### src/sv/assert_macros.svh
// ----------------------------------------------------------------------------
// Assertion macros
// Shared concurrent assertion helpers for the peak estimator RTL.
// ----------------------------------------------------------------------------
`ifndef ASSERT_MACROS_SVH
`define ASSERT_MACROS_SVH

`ifndef SYNTHESIS

// expr holds at every clock edge out of reset
`define ASSERT_ALWAYS(label, clk, rst_n, expr) \
    label: assert property (@(posedge clk) disable iff (!rst_n) (expr)) \
        else $error("assertion failed");

// pre implies post in the same cycle
`define ASSERT_IMPLY(label, clk, rst_n, pre, post) \
    label: assert property (@(posedge clk) disable iff (!rst_n) (pre) |-> (post)) \
        else $error("assertion failed");

// pre implies post in the next cycle
`define ASSERT_NEXT(label, clk, rst_n, pre, post) \
    label: assert property (@(posedge clk) disable iff (!rst_n) (pre) |=> (post)) \
        else $error("assertion failed");

`else

`define ASSERT_ALWAYS(label, clk, rst_n, expr)
`define ASSERT_IMPLY(label, clk, rst_n, pre, post)
`define ASSERT_NEXT(label, clk, rst_n, pre, post)

`endif

`endif

### src/sv/spfe_pkg.sv
// ----------------------------------------------------------------------------
// spfe_pkg
// Types and constants shared by the spectral peak estimator modules.
// ----------------------------------------------------------------------------
package spfe_pkg;

    // spectrum geometry
    localparam int FFT_POINTS = 4096;
    localparam int BIN_W      = 24;
    localparam int CNT_W      = 12;
    localparam int BIDX_W     = 11;
    localparam logic [CNT_W-1:0] HALF_LAST = CNT_W'(FFT_POINTS / 2 - 1);
    localparam logic [CNT_W-1:0] CNT_MAX   = '1;

    // datapath widths
    localparam int PWR_W  = 48;
    localparam int MAG_W  = 32;
    localparam int FREQ_W = 20;
    localparam int BW_W   = 24;
    localparam int POS_W  = 28;
    localparam int PROD_W = POS_W + BW_W;
    localparam int Q_W    = 17;
    localparam logic [Q_W-1:0] Q_MAX = 17'd65536;

    // configuration registers
    localparam int CFG_IDX_W = 2;
    localparam logic [CFG_IDX_W-1:0] CFG_BIN_WIDTH  = 2'd0;
    localparam logic [CFG_IDX_W-1:0] CFG_LOW_LIMIT  = 2'd1;
    localparam logic [CFG_IDX_W-1:0] CFG_HIGH_LIMIT = 2'd2;
    localparam logic [BW_W-1:0]   RST_BIN_WIDTH  = 24'd65536;
    localparam logic [FREQ_W-1:0] RST_LOW_LIMIT  = 20'd2560;
    localparam logic [FREQ_W-1:0] RST_HIGH_LIMIT = 20'd89600;

    // shared compare-subtract unit
    localparam int CSU_SRC_W = 64;
    localparam int CSU_REM_W = 36;
    localparam int CSU_DIV_W = 34;
    localparam int CSU_CNT_W = 6;
    localparam logic [CSU_CNT_W-1:0] CSU_SQRT_STEPS = 6'd32;
    localparam logic [CSU_CNT_W-1:0] CSU_DIV_STEPS  = 6'd17;

    typedef struct packed {
        logic                 start;
        logic                 div_mode;
        logic [CSU_SRC_W-1:0] src;
        logic [CSU_REM_W-1:0] rem_init;
        logic [CSU_DIV_W-1:0] divisor;
    } t_csu_cmd;

    typedef struct packed {
        logic             done;
        logic [MAG_W-1:0] result;
    } t_csu_rsp;

endpackage

### src/sv/spfe_csu.sv
// ----------------------------------------------------------------------------
// spfe_csu
// Iterative compare-subtract unit: digit-by-digit square root (two source
// bits per step) or restoring division (one dividend bit per step).
// ----------------------------------------------------------------------------
`include "assert_macros.svh"

module spfe_csu import spfe_pkg::*; (
    input  logic     i_clk,
    input  logic     i_rst_n,
    input  t_csu_cmd i_cmd,
    output t_csu_rsp o_rsp
);

    logic                 r_busy;
    logic                 r_done;
    logic                 r_div_mode;
    logic [CSU_SRC_W-1:0] r_src;
    logic [CSU_REM_W-1:0] r_rem;
    logic [MAG_W-1:0]     r_res;
    logic [CSU_DIV_W-1:0] r_divisor;
    logic [CSU_CNT_W-1:0] r_cnt;

    logic [CSU_REM_W-1:0] w_cand;
    logic [CSU_REM_W-1:0] w_trial;
    logic [CSU_REM_W-1:0] w_diff;
    logic                 w_ge;

    always_comb begin
        if (r_div_mode) begin
            w_cand  = {r_rem[CSU_REM_W-2:0], r_src[CSU_SRC_W-1]};
            w_trial = {2'b00, r_divisor};
        end else begin
            w_cand  = {r_rem[CSU_REM_W-3:0], r_src[CSU_SRC_W-1 -: 2]};
            w_trial = {2'b00, r_res, 2'b01};
        end
        w_ge   = (w_cand >= w_trial);
        w_diff = w_cand - w_trial;
    end

    always_ff @(posedge i_clk) begin
        if (!i_rst_n) begin
            r_busy <= 1'b0;
            r_done <= 1'b0;
            r_cnt  <= '0;
        end else begin
            r_done <= 1'b0;
            if (i_cmd.start) begin
                r_busy     <= 1'b1;
                r_div_mode <= i_cmd.div_mode;
                r_src      <= i_cmd.src;
                r_rem      <= i_cmd.rem_init;
                r_divisor  <= i_cmd.divisor;
                r_res      <= '0;
                r_cnt      <= i_cmd.div_mode ? CSU_DIV_STEPS : CSU_SQRT_STEPS;
            end else if (r_busy) begin
                r_rem <= w_ge ? w_diff : w_cand;
                r_res <= {r_res[MAG_W-2:0], w_ge};
                r_src <= r_div_mode ? {r_src[CSU_SRC_W-2:0], 1'b0}
                                    : {r_src[CSU_SRC_W-3:0], 2'b00};
                r_cnt <= r_cnt - 1'b1;
                if (r_cnt == CSU_CNT_W'(1)) begin
                    r_busy <= 1'b0;
                    r_done <= 1'b1;
                end
            end
        end
    end

    assign o_rsp.done   = r_done;
    assign o_rsp.result = r_res;

    `ASSERT_IMPLY(a_csu_no_restart, i_clk, i_rst_n, i_cmd.start, !r_busy)
    `ASSERT_IMPLY(a_csu_done_idle, i_clk, i_rst_n, r_done, !r_busy)
    `ASSERT_IMPLY(a_csu_cnt_range, i_clk, i_rst_n, r_busy,
        (r_cnt != '0) && (r_cnt <= CSU_SQRT_STEPS))

endmodule

### src/sv/spectral_peak_frequency_estimator_top.sv
// ----------------------------------------------------------------------------
// spectral_peak_frequency_estimator_top
// Peak bin search over a real FFT spectrum with parabolic refinement to Hz.
// ----------------------------------------------------------------------------
// Usage:
//   Feed the bins of one spectrum on the input channel, bin 0 first, with
//   i_last_bin set on bin N/2. For each bin beat one shared
//   multiplier squares the real part, then the imaginary part; the compare
//   against the running peak runs while the next bin is taken.
//   After the last bin the block stalls its input while
//   three 32-step square roots and a 17-step division run one after another
//   on a single compare-subtract unit, then one multiply scales the peak
//   position to Hz. A zero denominator or a saturating quotient skips the division.
//   The result beat sits in an output register; the input side is open
//   again as soon as the result is loaded there. If the receiver stalls, the
//   result holds and the next spectrum's result waits in its final step.
//   Configuration writes are taken at any edge with i_cfg_we high and are
//   meant to happen while no spectrum is in progress.
//   Reset clears the spectrum state, the last valid frequency and the
//   output valid flag, and loads the register reset values.
// ----------------------------------------------------------------------------
`include "assert_macros.svh"

module spectral_peak_frequency_estimator_top import spfe_pkg::*; (
    input  logic                    i_clk,
    input  logic                    i_rst_n,
    // configuration
    input  logic                    i_cfg_we,
    input  logic [CFG_IDX_W-1:0]    i_cfg_idx,
    input  logic [BW_W-1:0]         i_cfg_data,
    // bin input
    input  logic                    i_in_valid,
    output logic                    o_in_stall,
    input  logic signed [BIN_W-1:0] i_bin_real,
    input  logic signed [BIN_W-1:0] i_bin_imag,
    input  logic                    i_last_bin,
    // result output
    output logic                    o_out_valid,
    input  logic                    i_out_stall,
    output logic [FREQ_W-1:0]       o_frequency,
    output logic [BIDX_W-1:0]       o_peak_bin,
    output logic [BIN_W-1:0]        o_peak_magnitude,
    output logic                    o_held
);

    localparam logic [3:0] S_IDLE     = 4'd0;
    localparam logic [3:0] S_SQ2      = 4'd1;
    localparam logic [3:0] S_RT_GO    = 4'd2;
    localparam logic [3:0] S_RT_WAIT  = 4'd3;
    localparam logic [3:0] S_DIFF     = 4'd4;
    localparam logic [3:0] S_DIV      = 4'd5;
    localparam logic [3:0] S_DIV_WAIT = 4'd6;
    localparam logic [3:0] S_POS      = 4'd7;
    localparam logic [3:0] S_MUL      = 4'd8;
    localparam logic [3:0] S_FIN      = 4'd9;

    // configuration
    logic [BW_W-1:0]   r_bin_width;
    logic [FREQ_W-1:0] r_low_limit;
    logic [FREQ_W-1:0] r_high_limit;

    // sequencer and bin pipeline
    logic [3:0]        r_state;
    logic [3:0]        n_state;
    logic [BIN_W-1:0]  r_im_abs;
    logic              r_last_in;
    logic [PWR_W-1:0]  r_sq_acc;
    logic [PWR_W-1:0]  r_power;
    logic              r_pend;
    logic              r_pend_last;

    // spectrum state
    logic [CNT_W-1:0]  r_bin_cnt;
    logic [PWR_W-1:0]  r_prev_pwr;
    logic [PWR_W-1:0]  r_best_pwr;
    logic [BIDX_W-1:0] r_best_idx;
    logic [PWR_W-1:0]  r_left_pwr;
    logic [PWR_W-1:0]  r_right_pwr;
    logic              r_right_pend;
    logic [FREQ_W-1:0] r_last_valid;

    // refinement
    logic [1:0]          r_rt_sel;
    logic [MAG_W-1:0]    r_mag_l;
    logic [MAG_W-1:0]    r_mag_m;
    logic [MAG_W-1:0]    r_mag_r;
    logic signed [32:0]  r_num;
    logic signed [34:0]  r_den;
    logic                r_neg;
    logic [Q_W-1:0]      r_quot;
    logic [POS_W-1:0]    r_pos;
    logic [PROD_W-1:0]   r_prod;

    // output register
    logic              r_out_valid;
    logic [FREQ_W-1:0] r_out_freq;
    logic [BIDX_W-1:0] r_out_bin;
    logic [BIN_W-1:0]  r_out_mag;
    logic              r_out_held;

    logic                 w_ready;
    logic                 w_in_acc;
    logic                 w_out_load;
    logic [BIN_W-1:0]     w_re_abs;
    logic [POS_W-1:0]     w_mul_a;
    logic [BW_W-1:0]      w_mul_b;
    logic [PROD_W-1:0]    w_mul_p;
    logic                 w_take;
    logic [32:0]          w_num_abs;
    logic [CSU_DIV_W-1:0] w_den_abs;
    logic                 w_den_zero;
    logic                 w_q_sat;
    logic [PWR_W-1:0]     w_rt_src;
    logic [POS_W-1:0]     w_pos_base;
    logic [27:0]          w_freq_raw;
    logic [FREQ_W-1:0]    w_freq;
    logic                 w_out_band;
    t_csu_cmd             w_cmd;
    t_csu_rsp             w_rsp;

    // hold input whenever the sequencer is not idle and while the last bin is being folded in
    assign w_ready    = (r_state == S_IDLE) && !(r_pend && r_pend_last);
    assign o_in_stall = !w_ready;
    assign w_in_acc   = i_in_valid && w_ready;
    assign w_out_load = (r_state == S_FIN) && (!r_out_valid || !i_out_stall);

    assign w_re_abs = i_bin_real[BIN_W-1] ? (BIN_W'(0) - $unsigned(i_bin_real))
                                          : $unsigned(i_bin_real);

    // one shared multiplier: squares per bin, position scaling at the end
    always_comb begin
        case (r_state)
            S_IDLE: begin
                w_mul_a = {4'b0, w_re_abs};
                w_mul_b = w_re_abs;
            end
            S_SQ2: begin
                w_mul_a = {4'b0, r_im_abs};
                w_mul_b = r_im_abs;
            end
            default: begin
                w_mul_a = r_pos;
                w_mul_b = r_bin_width;
            end
        endcase
    end
    assign w_mul_p = w_mul_a * w_mul_b;

    assign w_take = !r_pend_last && (r_bin_cnt >= CNT_W'(1)) && (r_bin_cnt <= HALF_LAST)
                    && ((r_bin_cnt == CNT_W'(1)) || (r_power > r_best_pwr));

    always_comb begin
        case (r_rt_sel)
            2'd0:    w_rt_src = r_left_pwr;
            2'd1:    w_rt_src = r_best_pwr;
            default: w_rt_src = r_right_pwr;
        endcase
    end

    assign w_num_abs  = r_num[32] ? 33'(-r_num) : 33'(r_num);
    assign w_den_abs  = r_den[34] ? CSU_DIV_W'(-r_den) : CSU_DIV_W'(r_den);
    assign w_den_zero = (r_den == '0);
    // quotient would reach 2^17 or more: clamp without dividing
    assign w_q_sat    = {3'b0, w_num_abs} >= {w_den_abs, 2'b00};

    always_comb begin
        w_cmd = '0;
        if (r_state == S_RT_GO) begin
            w_cmd.start = 1'b1;
            w_cmd.src   = {w_rt_src, 16'b0};
        end else if ((r_state == S_DIV) && !w_den_zero && !w_q_sat) begin
            w_cmd.start    = 1'b1;
            w_cmd.div_mode = 1'b1;
            w_cmd.rem_init = {5'b0, w_num_abs[32:2]};
            w_cmd.src      = {w_num_abs[1:0], 62'b0};
            w_cmd.divisor  = w_den_abs;
        end
    end

    spfe_csu u_csu (
        .i_clk   (i_clk),
        .i_rst_n (i_rst_n),
        .i_cmd   (w_cmd),
        .o_rsp   (w_rsp)
    );

    assign w_pos_base = {r_best_idx, 16'b0, 1'b0} >> 1;
    assign w_freq_raw = r_prod[PROD_W-1:24];
    assign w_freq     = (w_freq_raw[27:20] != '0) ? '1 : w_freq_raw[FREQ_W-1:0];
    assign w_out_band = (w_freq > r_high_limit) || (w_freq < r_low_limit);

    always_comb begin
        n_state = r_state;
        case (r_state)
            S_IDLE: begin
                if (r_pend && r_pend_last) begin
                    n_state = S_RT_GO;
                end else if (w_in_acc) begin
                    n_state = S_SQ2;
                end
            end
            S_SQ2:     n_state = S_IDLE;
            S_RT_GO:   n_state = S_RT_WAIT;
            S_RT_WAIT: begin
                if (w_rsp.done) begin
                    n_state = (r_rt_sel == 2'd2) ? S_DIFF : S_RT_GO;
                end
            end
            S_DIFF:    n_state = S_DIV;
            S_DIV:     n_state = (w_den_zero || w_q_sat) ? S_POS : S_DIV_WAIT;
            S_DIV_WAIT: begin
                if (w_rsp.done) begin
                    n_state = S_POS;
                end
            end
            S_POS:     n_state = S_MUL;
            S_MUL:     n_state = S_FIN;
            S_FIN: begin
                if (w_out_load) begin
                    n_state = S_IDLE;
                end
            end
            default:   n_state = S_IDLE;
        endcase
    end

    always_ff @(posedge i_clk) begin
        if (!i_rst_n) begin
            r_state      <= S_IDLE;
            r_bin_width  <= RST_BIN_WIDTH;
            r_low_limit  <= RST_LOW_LIMIT;
            r_high_limit <= RST_HIGH_LIMIT;
            r_pend       <= 1'b0;
            r_pend_last  <= 1'b0;
            r_bin_cnt    <= '0;
            r_prev_pwr   <= '0;
            r_best_pwr   <= '0;
            r_best_idx   <= BIDX_W'(1);
            r_left_pwr   <= '0;
            r_right_pwr  <= '0;
            r_right_pend <= 1'b0;
            r_last_valid <= '0;
            r_rt_sel     <= '0;
            r_quot       <= '0;
            r_out_valid  <= 1'b0;
        end else begin
            r_state <= n_state;

            if (i_cfg_we) begin
                case (i_cfg_idx)
                    CFG_BIN_WIDTH:  r_bin_width  <= i_cfg_data;
                    CFG_LOW_LIMIT:  r_low_limit  <= i_cfg_data[FREQ_W-1:0];
                    CFG_HIGH_LIMIT: r_high_limit <= i_cfg_data[FREQ_W-1:0];
                    default: ;
                endcase
            end

            if (w_out_load) begin
                r_out_valid <= 1'b1;
            end else if (o_out_valid && !i_out_stall) begin
                r_out_valid <= 1'b0;
            end

            case (r_state)
                S_IDLE: begin
                    // fold the previous bin's power into the peak search
                    if (r_pend) begin
                        r_pend <= 1'b0;
                        if (w_take) begin
                            r_best_pwr   <= r_power;
                            r_best_idx   <= r_bin_cnt[BIDX_W-1:0];
                            r_left_pwr   <= r_prev_pwr;
                            r_right_pend <= 1'b1;
                        end else if (r_right_pend) begin
                            r_right_pwr  <= r_power;
                            r_right_pend <= 1'b0;
                        end
                        r_prev_pwr <= r_power;
                        if (r_bin_cnt != CNT_MAX) begin
                            r_bin_cnt <= r_bin_cnt + 1'b1;
                        end
                    end
                    if (w_in_acc) begin
                        r_sq_acc  <= w_mul_p[PWR_W-1:0];
                        r_im_abs  <= i_bin_imag[BIN_W-1] ?
                                     (BIN_W'(0) - $unsigned(i_bin_imag)) : $unsigned(i_bin_imag);
                        r_last_in <= i_last_bin;
                    end
                    r_rt_sel <= '0;
                end
                S_SQ2: begin
                    r_power     <= r_sq_acc + w_mul_p[PWR_W-1:0];
                    r_pend      <= 1'b1;
                    r_pend_last <= r_last_in;
                end
                S_RT_WAIT: begin
                    if (w_rsp.done) begin
                        case (r_rt_sel)
                            2'd0:    r_mag_l <= w_rsp.result;
                            2'd1:    r_mag_m <= w_rsp.result;
                            default: r_mag_r <= w_rsp.result;
                        endcase
                        r_rt_sel <= r_rt_sel + 1'b1;
                    end
                end
                S_DIFF: begin
                    r_num <= $signed({1'b0, r_mag_l}) - $signed({1'b0, r_mag_r});
                    r_den <= $signed({3'b0, r_mag_l}) + $signed({3'b0, r_mag_r})
                             - $signed({2'b0, r_mag_m, 1'b0});
                end
                S_DIV: begin
                    r_neg <= (r_num[32] != r_den[34]);
                    if (w_den_zero) begin
                        r_quot <= '0;
                    end else if (w_q_sat) begin
                        r_quot <= Q_MAX;
                    end
                end
                S_DIV_WAIT: begin
                    if (w_rsp.done) begin
                        r_quot <= (w_rsp.result[Q_W-1:0] > Q_MAX) ? Q_MAX
                                                                   : w_rsp.result[Q_W-1:0];
                    end
                end
                S_POS: begin
                    r_pos <= r_neg ? (w_pos_base - POS_W'(r_quot))
                                   : (w_pos_base + POS_W'(r_quot));
                end
                S_MUL: begin
                    r_prod <= w_mul_p;
                end
                S_FIN: begin
                    if (w_out_load) begin
                        r_out_bin   <= r_best_idx;
                        r_out_mag   <= r_mag_m[MAG_W-1:8];
                        r_out_held  <= w_out_band;
                        r_out_freq  <= w_out_band ? r_last_valid : w_freq;
                        if (!w_out_band) begin
                            r_last_valid <= w_freq;
                        end
                        // drop the spectrum, keep the last valid frequency
                        r_pend_last  <= 1'b0;
                        r_bin_cnt    <= '0;
                        r_prev_pwr   <= '0;
                        r_best_pwr   <= '0;
                        r_best_idx   <= BIDX_W'(1);
                        r_left_pwr   <= '0;
                        r_right_pwr  <= '0;
                        r_right_pend <= 1'b0;
                    end
                end
                default: ;
            endcase
        end
    end

    assign o_out_valid      = r_out_valid;
    assign o_frequency      = r_out_freq;
    assign o_peak_bin       = r_out_bin;
    assign o_peak_magnitude = r_out_mag;
    assign o_held           = r_out_held;

    `ASSERT_ALWAYS(a_best_idx_nonzero, i_clk, i_rst_n, r_best_idx != '0)
    `ASSERT_ALWAYS(a_quot_clamped, i_clk, i_rst_n, r_quot <= Q_MAX)
    `ASSERT_NEXT(a_accept_to_square, i_clk, i_rst_n, w_in_acc, r_state == S_SQ2)
    `ASSERT_NEXT(a_fin_waits_on_stall, i_clk, i_rst_n,
        (r_state == S_FIN) && r_out_valid && i_out_stall, r_state == S_FIN)

endmodule
### config.mk
export PLATFORM = sky130hd
export DESIGN_NAME = spectral_peak_frequency_estimator_top
export DESIGN_NICKNAME = d
export VERILOG_FILES = /design/src/sv/spfe_pkg.sv /design/src/sv/spfe_csu.sv /design/src/sv/spectral_peak_frequency_estimator_top.sv
export VERILOG_INCLUDE_DIRS = /design/src /design/src/sv
export SDC_FILE = /design/constraint.sdc
export NUM_CORES = 2
export LEC_CHECK = 0
export BUFFER_PORTS_ARGS = -buffer_cell sky130_fd_sc_hd__buf_2
export CAP_MARGIN = 20
export CORE_MARGIN = 8
export CORE_UTILIZATION = 25
export DETAILED_ROUTE_END_ITERATION = 8
export PLACE_DENSITY = 0.43
export SLEW_MARGIN = 20
export SYNTH_ARGS = -nofsm -noshare
export SYNTH_HDL_FRONTEND = slang
export SYNTH_HIERARCHICAL = 1
export SYNTH_SLANG_ARGS = --single-unit
### constraint.sdc
create_clock -name i_clk -period 27.6 [get_ports i_clk]
set_clock_uncertainty 0.05 [all_clocks]
set_input_delay 2.76 -clock i_clk [delete_from_list [all_inputs] [get_ports i_clk]]
set_output_delay 2.76 -clock i_clk [all_outputs]
set_load 0.01 [all_outputs]
# Word level (Yosys, flattened, before mapping)
# Cells that the tools add are included.
# op_classes
n_addsub,14
multipliers,1
div_mod_pow,0
order_cmp,8
n_eq_ne,27
shifts,0
n_mux,75
n_bitwise,4
reduce_logical,60
# ops
operator,n
$pmux W48 S2,5
$mux W48,9
$mux W64,4
$mux W136,1
$mux W35,3
$mux W69,1
$mux W17,4
$mux W34,2
$pmux W28 S2,1
$mul A28 B24 Y52,1
$add A48 B48 Y48,1
$gt A48 B48 Y1,1
$pmux W24 S2,1
$sub A1 B24 Y24 const A,2
$mux W20,2
$ge A33 B36 Y1,1
$ge A36 B34 Y1,1
$mux W12,3
$mux W36,1
$pmux W4 S9,1
$logic_not A35 Y1,1
$sub A35 B34 Y35,1
$neg A34 Y34,1
$pmux W17 S2,1
other kinds (57),140
# totals
reg_bits,921
latch_bits,0
ram_bits,0
mem_bits_ro,0
memories,0

# Depth between registers and ports, before layout
# logic_depth
depth_word,9
mapped_depth,48

# Cells and area by module
# The synthesis kept the hierarchy.
# by_module_without_submodules
module,n_inst,cells_per_inst,area_per_inst_um2,seq_area_each_um2
spectral_peak_frequency_estimator_top,1,6512,60455.5,18417.7
spfe_csu,1,949,10269.8,5144.9

# Least setup slack after synthesis
# Ideal clock, no wire load.
# synth_timing
kind,input to register
from,input port i_bin_real[13]
to,register r_power[45] (data pin)
setup_time_ps,271
arrival_time_ps,12726
required_time_ps,27279
path_slack_ps,14553
stages,44
n_path_buf,3
path_cell_list,or4_1 > nor4_1 > nand2b_1 > or3_1 > o31ai_1 > xor2_1 > o21ai_1 > a21o_1 > clkbuf_1 > buf_1 > nand2_1 > fa_1 > inv_1 > fa_1 > inv_1 > fa_1 > fa_1 > inv_1 > [8 not listed] > o22ai_1 > a21oi_1 > a21oi_1 > o21bai_1 > a21o_1 > a21o_1 > a21oi_1 > xnor2_1 > ha_1 > clkbuf_1 > a21o_1 > a21o_1 > a21oi_1 > nand3_1 > o21ai_1 > nor3_1 > a2111oi_0 > xnor2_1
# synth_via
elab_chain_len,5
elab_cells_between_ends,6
cone_classes,add/sub (2); mul (1); mux (3)
# synth_rtl
element,line,text
start: declaration,spectral_peak_frequency_estimator_top.sv:34,"input logic signed [BIN_W-1:0] i_bin_real,"
$sub A1 B24 Y24,spectral_peak_frequency_estimator_top.sv:127,assign w_re_abs = i_bin_real[BIN_W-1] ? (BIN_W'(0) - $unsigned(i_bin_real))
$mux W24 *,spectral_peak_frequency_estimator_top.sv:127,
$pmux W28 S2 or $pmux W24 S2 (tied branches),spectral_peak_frequency_estimator_top.sv:132,case (r_state)
$mul A28 B24 Y52 *,spectral_peak_frequency_estimator_top.sv:147,assign w_mul_p = w_mul_a * w_mul_b;
via w_mul_p[30],spectral_peak_frequency_estimator_top.sv:107,logic [PROD_W-1:0] w_mul_p;
$add A48 B48 Y48 *,spectral_peak_frequency_estimator_top.sv:292,r_power <= r_sq_acc + w_mul_p[PWR_W-1:0];
end signal: assignment,spectral_peak_frequency_estimator_top.sv:292,
end: declaration,spectral_peak_frequency_estimator_top.sv:68,logic [PWR_W-1:0] r_power;
# The timed path passes the listed nets; every way through them passes the cells marked *.
# A chain may end at the register's enable or synchronous reset.

# Final worst setup path
# layout_timing
from,input port i_bin_real[1]
to,register r_power[45] (data pin)
# Same word-level chain as after synthesis.

==> impl_metrics.prom <==
# TYPE chip_impl_metric gauge
chip_impl_metric{name="final_nets",unit=""} 8614
chip_impl_info{name="synth.largest_area_cell",value="sky130_fd_sc_hd__edfxtp_1"} 1
chip_impl_metric{name="pin_count_of_the_biggest_net_entering_global_routing",unit=""} 97
chip_impl_info{name="run_status",value="complete, no violations"} 1
chip_impl_metric{name="clkTransAtPathRegs",unit="ns"} 0.06
chip_impl_metric{name="fill_cells",unit=""} 29700
chip_impl_metric{name="tritoncts_buffer_count",unit=""} 105
chip_impl_metric{name="grt.overflow.total",unit=""} 0
chip_impl_metric{name="routed-via-count",unit=""} 53700
chip_impl_info{name="hold_path_class",value="register to register"} 1
chip_impl_metric{name="final.period_utilization",unit="%"} 51.5
chip_impl_metric{name="reg2reg_setup_slack",unit="ns"} 14.87
chip_impl_metric{name="synth_edf_count",unit=""} 562
chip_impl_metric{name="synth.top_cell.area_share",unit="%"} 23.9
chip_impl_metric{name="worst_hold_slack",unit="ns"} 0.352
chip_impl_metric{name="global_route.usage.total",unit="%"} 15.6
chip_impl_metric{name="grt_first_pass_wirelength",unit="um"} 361000
chip_impl_info{name="synth_area_leaders",value="sky130_fd_sc_hd__edfxtp_1 (24%), sky130_fd_sc_hd__fa_1 (17%), sky130_fd_sc_hd__dfxtp_1 (9.5%)"} 1
chip_impl_metric{name="post_cts_resized",unit=""} 0
chip_impl_metric{name="core_region_area",unit="um^2"} 282000
chip_impl_metric{name="place_hpwl",unit="um"} 184000
chip_impl_info{name="startpoint_type",value="input pin"} 1
chip_impl_metric{name="post-route-cell-area",unit="um^2"} 79500
chip_impl_metric{name="vias_in_the_first_global_route",unit=""} 55000
chip_impl_info{name="rr_startpoint",value="r_state[3]"} 1
chip_impl_info{name="kind_of_end_point_of_the_critical_path",value="register"} 1
chip_impl_metric{name="detailedPlace.worstSlack",unit="ns"} 12.62
chip_impl_metric{name="dieWidth",unit="um"} 548
chip_impl_metric{name="gp_routability_congestion",unit=""} 0.879
chip_impl_metric{name="gr-usage-met3",unit="%"} 2.16
chip_impl_info{name="holdPathEnd",value="r_left_pwr[47]"} 1
chip_impl_metric{name="max_clock_freq",unit="MHz"} 70.3
chip_impl_metric{name="drt_pre_antenna_iters",unit=""} 6
chip_impl_info{name="cp_common_cell",value="sky130_fd_sc_hd__fa_1"} 1
chip_impl_metric{name="critical_path.max_fanout",unit=""} 19
chip_impl_info{name="worst_r2r_endpoint",value="r_power[45]"} 1
chip_impl_info{name="synth.cells.most_frequent",value="sky130_fd_sc_hd__nand2_1 (1,171), sky130_fd_sc_hd__inv_1 (932), sky130_fd_sc_hd__fa_1 (604), sky130_fd_sc_hd__edfxtp_1 (562), sky130_fd_sc_hd__ha_1 (459)"} 1
chip_impl_metric{name="critical_path_arrival",unit="ns"} 14.60
chip_impl_metric{name="finalWirelength",unit="um"} 240000
chip_impl_metric{name="synth_seq_cells",unit=""} 896
chip_impl_info{name="synth_ff_type",value="sky130_fd_sc_hd__edfxtp_1"} 1
chip_impl_metric{name="timing.slew.headroom",unit="%"} 20.3
chip_impl_metric{name="pin_count",unit=""} 138
chip_impl_metric{name="synth.distinct_cells",unit=""} 91
chip_impl_metric{name="clock_latency",unit="ns"} 0.78
chip_impl_metric{name="clock_path_buffers",unit=""} 3
chip_impl_info{name="timing_worst_setup_path_type",value="input pin to register"} 1
chip_impl_metric{name="drive_gt1_share",unit="%"} 7.85
chip_impl_metric{name="cts_hold_buf",unit=""} 0
chip_impl_metric{name="route.antenna.remaining_nets",unit=""} 0
chip_impl_info{name="yosys.cell_count.top_type",value="sky130_fd_sc_hd__nand2_1"} 1
chip_impl_metric{name="initial_utilization",unit="%"} 25.1
chip_impl_metric{name="port_buf_inserts",unit=""} 137
chip_impl_metric{name="grt.met2_usage",unit="%"} 26.2
chip_impl_metric{name="detailed_place.area",unit="um^2"} 75800
chip_impl_metric{name="worst-endpoint-required",unit="ns"} 27.98
chip_impl_metric{name="setup_tns",unit="ns"} 0
chip_impl_metric{name="iter_0_drt_violations",unit=""} 3659
chip_impl_metric{name="finalMaxSlewViolations",unit=""} 0
chip_impl_info{name="tritoncts",value="built"} 1
chip_impl_metric{name="synthesis.area",unit="um^2"} 70700
chip_impl_metric{name="num_rows",unit=""} 195
chip_impl_metric{name="timing.final.ws_setup",unit="ns"} 13.38
chip_impl_metric{name="viasPerCell",unit=""} 4.75
chip_impl_info{name="min-delay-start",value="r_prev_pwr[47]"} 1
chip_impl_metric{name="ff2ff_path_depth",unit=""} 38
chip_impl_metric{name="clock_sink_count",unit=""} 896
chip_impl_info{name="rsz0062_at_grt",value="no"} 1
chip_impl_metric{name="number_of_instances_in_the_synthesized_netlist",unit=""} 7461
chip_impl_metric{name="count_of_h_tree_levels_built_during_cts",unit=""} 3
chip_impl_metric{name="synth_seq_area_share",unit="%"} 33.3
chip_impl_metric{name="wire_per_inst",unit="um"} 21.2
chip_impl_info{name="slowest_stage",value="sky130_fd_sc_hd__a21o_1"} 1
chip_impl_metric{name="remaining_drc_errors",unit=""} 0
chip_impl_metric{name="ys.warnings.count",unit=""} 6
chip_impl_metric{name="postCtsSetupRepairBufs",unit=""} 0
chip_impl_metric{name="finalHoldViolCount",unit=""} 0
chip_impl_metric{name="fp.dieArea",unit="um^2"} 300000
chip_impl_metric{name="asyncSetResetFlopFracSynth",unit="%"} 0
chip_impl_metric{name="met1_usage",unit="%"} 20.8
chip_impl_metric{name="timing_worst_slew_pin_value",unit="ns"} 1.19
chip_impl_metric{name="hold-path-cell-count",unit=""} 2
chip_impl_metric{name="layout_min_cycle_time",unit="ns"} 14.22
chip_impl_metric{name="layout-area-overhead-vs-synth",unit="%"} 12.4
chip_impl_metric{name="timing.final.setup_violations",unit=""} 0
chip_impl_metric{name="maxCapViolations",unit=""} 0
chip_impl_info{name="cts_root_buf",value="sky130_fd_sc_hd__clkbuf_16"} 1
chip_impl_metric{name="worst_path_largest_cell_delay",unit="ns"} 0.76
chip_impl_info{name="grt_busiest_layer",value="met2"} 1
chip_impl_metric{name="post_synth.cell_area_avg",unit="um^2"} 9.48
chip_impl_metric{name="die_height",unit="um"} 548
chip_impl_metric{name="antenna_found_initial",unit=""} 26
==> logic make-up (layout without fill, tap and decap cells) <==
group	count (synthesis)	in the layout	synth area share [%]
adders and majority gates	1063	1063	25.2
buffers and inverters	1300	1384	7.03
muxes	282	282	4.09
AOI/OAI and AO/OA	1320	1320	12.0
DFF	896	896	33.3
other	1	39	0.00530
and+or+nand+nor	2280	2280	14.4
xor gates and xnor gates	319	319	3.95
==> cell usage in the layout (no fill, tap or decap), types with 49 or more instances in the layout <==
master                      count
sky130_fd_sc_hd__nor2_1       415
sky130_fd_sc_hd__a221o_1       58
sky130_fd_sc_hd__edfxtp_1     562
sky130_fd_sc_hd__xor2_1       111
sky130_fd_sc_hd__a21o_1       169
sky130_fd_sc_hd__o21ai_0      248
sky130_fd_sc_hd__nand2_1     1169
sky130_fd_sc_hd__fa_1         604
sky130_fd_sc_hd__buf_2        136
sky130_fd_sc_hd__nand4_1       49
sky130_fd_sc_hd__a21oi_1      439
sky130_fd_sc_hd__mux2_2        54
sky130_fd_sc_hd__clkbuf_16    106
sky130_fd_sc_hd__ha_1         457
sky130_fd_sc_hd__nor2b_1      101
sky130_fd_sc_hd__inv_1        931
sky130_fd_sc_hd__nand3_1      169
sky130_fd_sc_hd__xnor2_1      208
sky130_fd_sc_hd__buf_4        114
sky130_fd_sc_hd__mux2i_1      228
sky130_fd_sc_hd__dfxtp_1      333
sky130_fd_sc_hd__and3_1        77
==> state kept, by name, indices dropped and copies added (netlist names), 34 cells and up <==
name / cells
u_csu/r_src: 64
r_best_pwr: 48
r_left_pwr: 48
r_power: 48
r_prev_pwr: 48
r_right_pwr: 48
r_sq_acc: 48
u_csu/r_rem: 35
u_csu/r_divisor: 34
==> worst max-delay path, delay by kind of cell <==
family | cells | cell delay (ns)
AOI/OAI and AO/OA | 15 | 4.17
xor gates and xnor gates | 3 | 0.54
buffers and inverters | 7 | 0.50
adders and majority gates | 9 | 4.29
and+or+nand+nor | 7 | 2.30
==> worst max-delay path by stage <==
stage,start,to,slack (ns)
final,i_bin_real[1],r_power[45],13.38
after global routing,i_bin_real[0],r_power[45],12.52
after CTS,i_bin_real[0],r_power[45],13.37
after detailed placement,i_bin_real[1],r_power[47],12.62
after global placement,i_bin_real[0],r_power[45],12.62
after floorplan,i_bin_real[13],r_power[45],14.55
==> stage by stage <==
step / cells / util, %
after global placement: 11100 / 26.9
after CTS: 11300 / 28.2
after detailed placement: 11100 / 26.9
after floorplan: 7480 / -
after global routing: 11300 / 28.2
final: 11300 / 28.2
==> layout make-up <==
cell class,instances,area [um^2],share of cell area [%]
antenna,19,47.5,0.0598
sequential,896,23600,29.6
multi-input combinational,5284,42500,53.4
clock inverter,61,768,0.966
inverter,933,3500,4.41
clock buffer,139,2920,3.67
timing repair buffer,251,1550,1.95
tap,3743,4680,5.89
==> metal layers <==
| metal | routed length (um) | part of all wire, % |
|---|---|---|
| met3 | 11600 | 4.8 |
| met2 | 113000 | 47 |
| met4 | 7810 | 3.2 |
| met1 | 108000 | 45 |
| met5 | 42 | 0.017 |
Power is left out: the tool's default activity adds up to more than one toggle a clock period on the data nets, which glitch-free logic cannot reach.
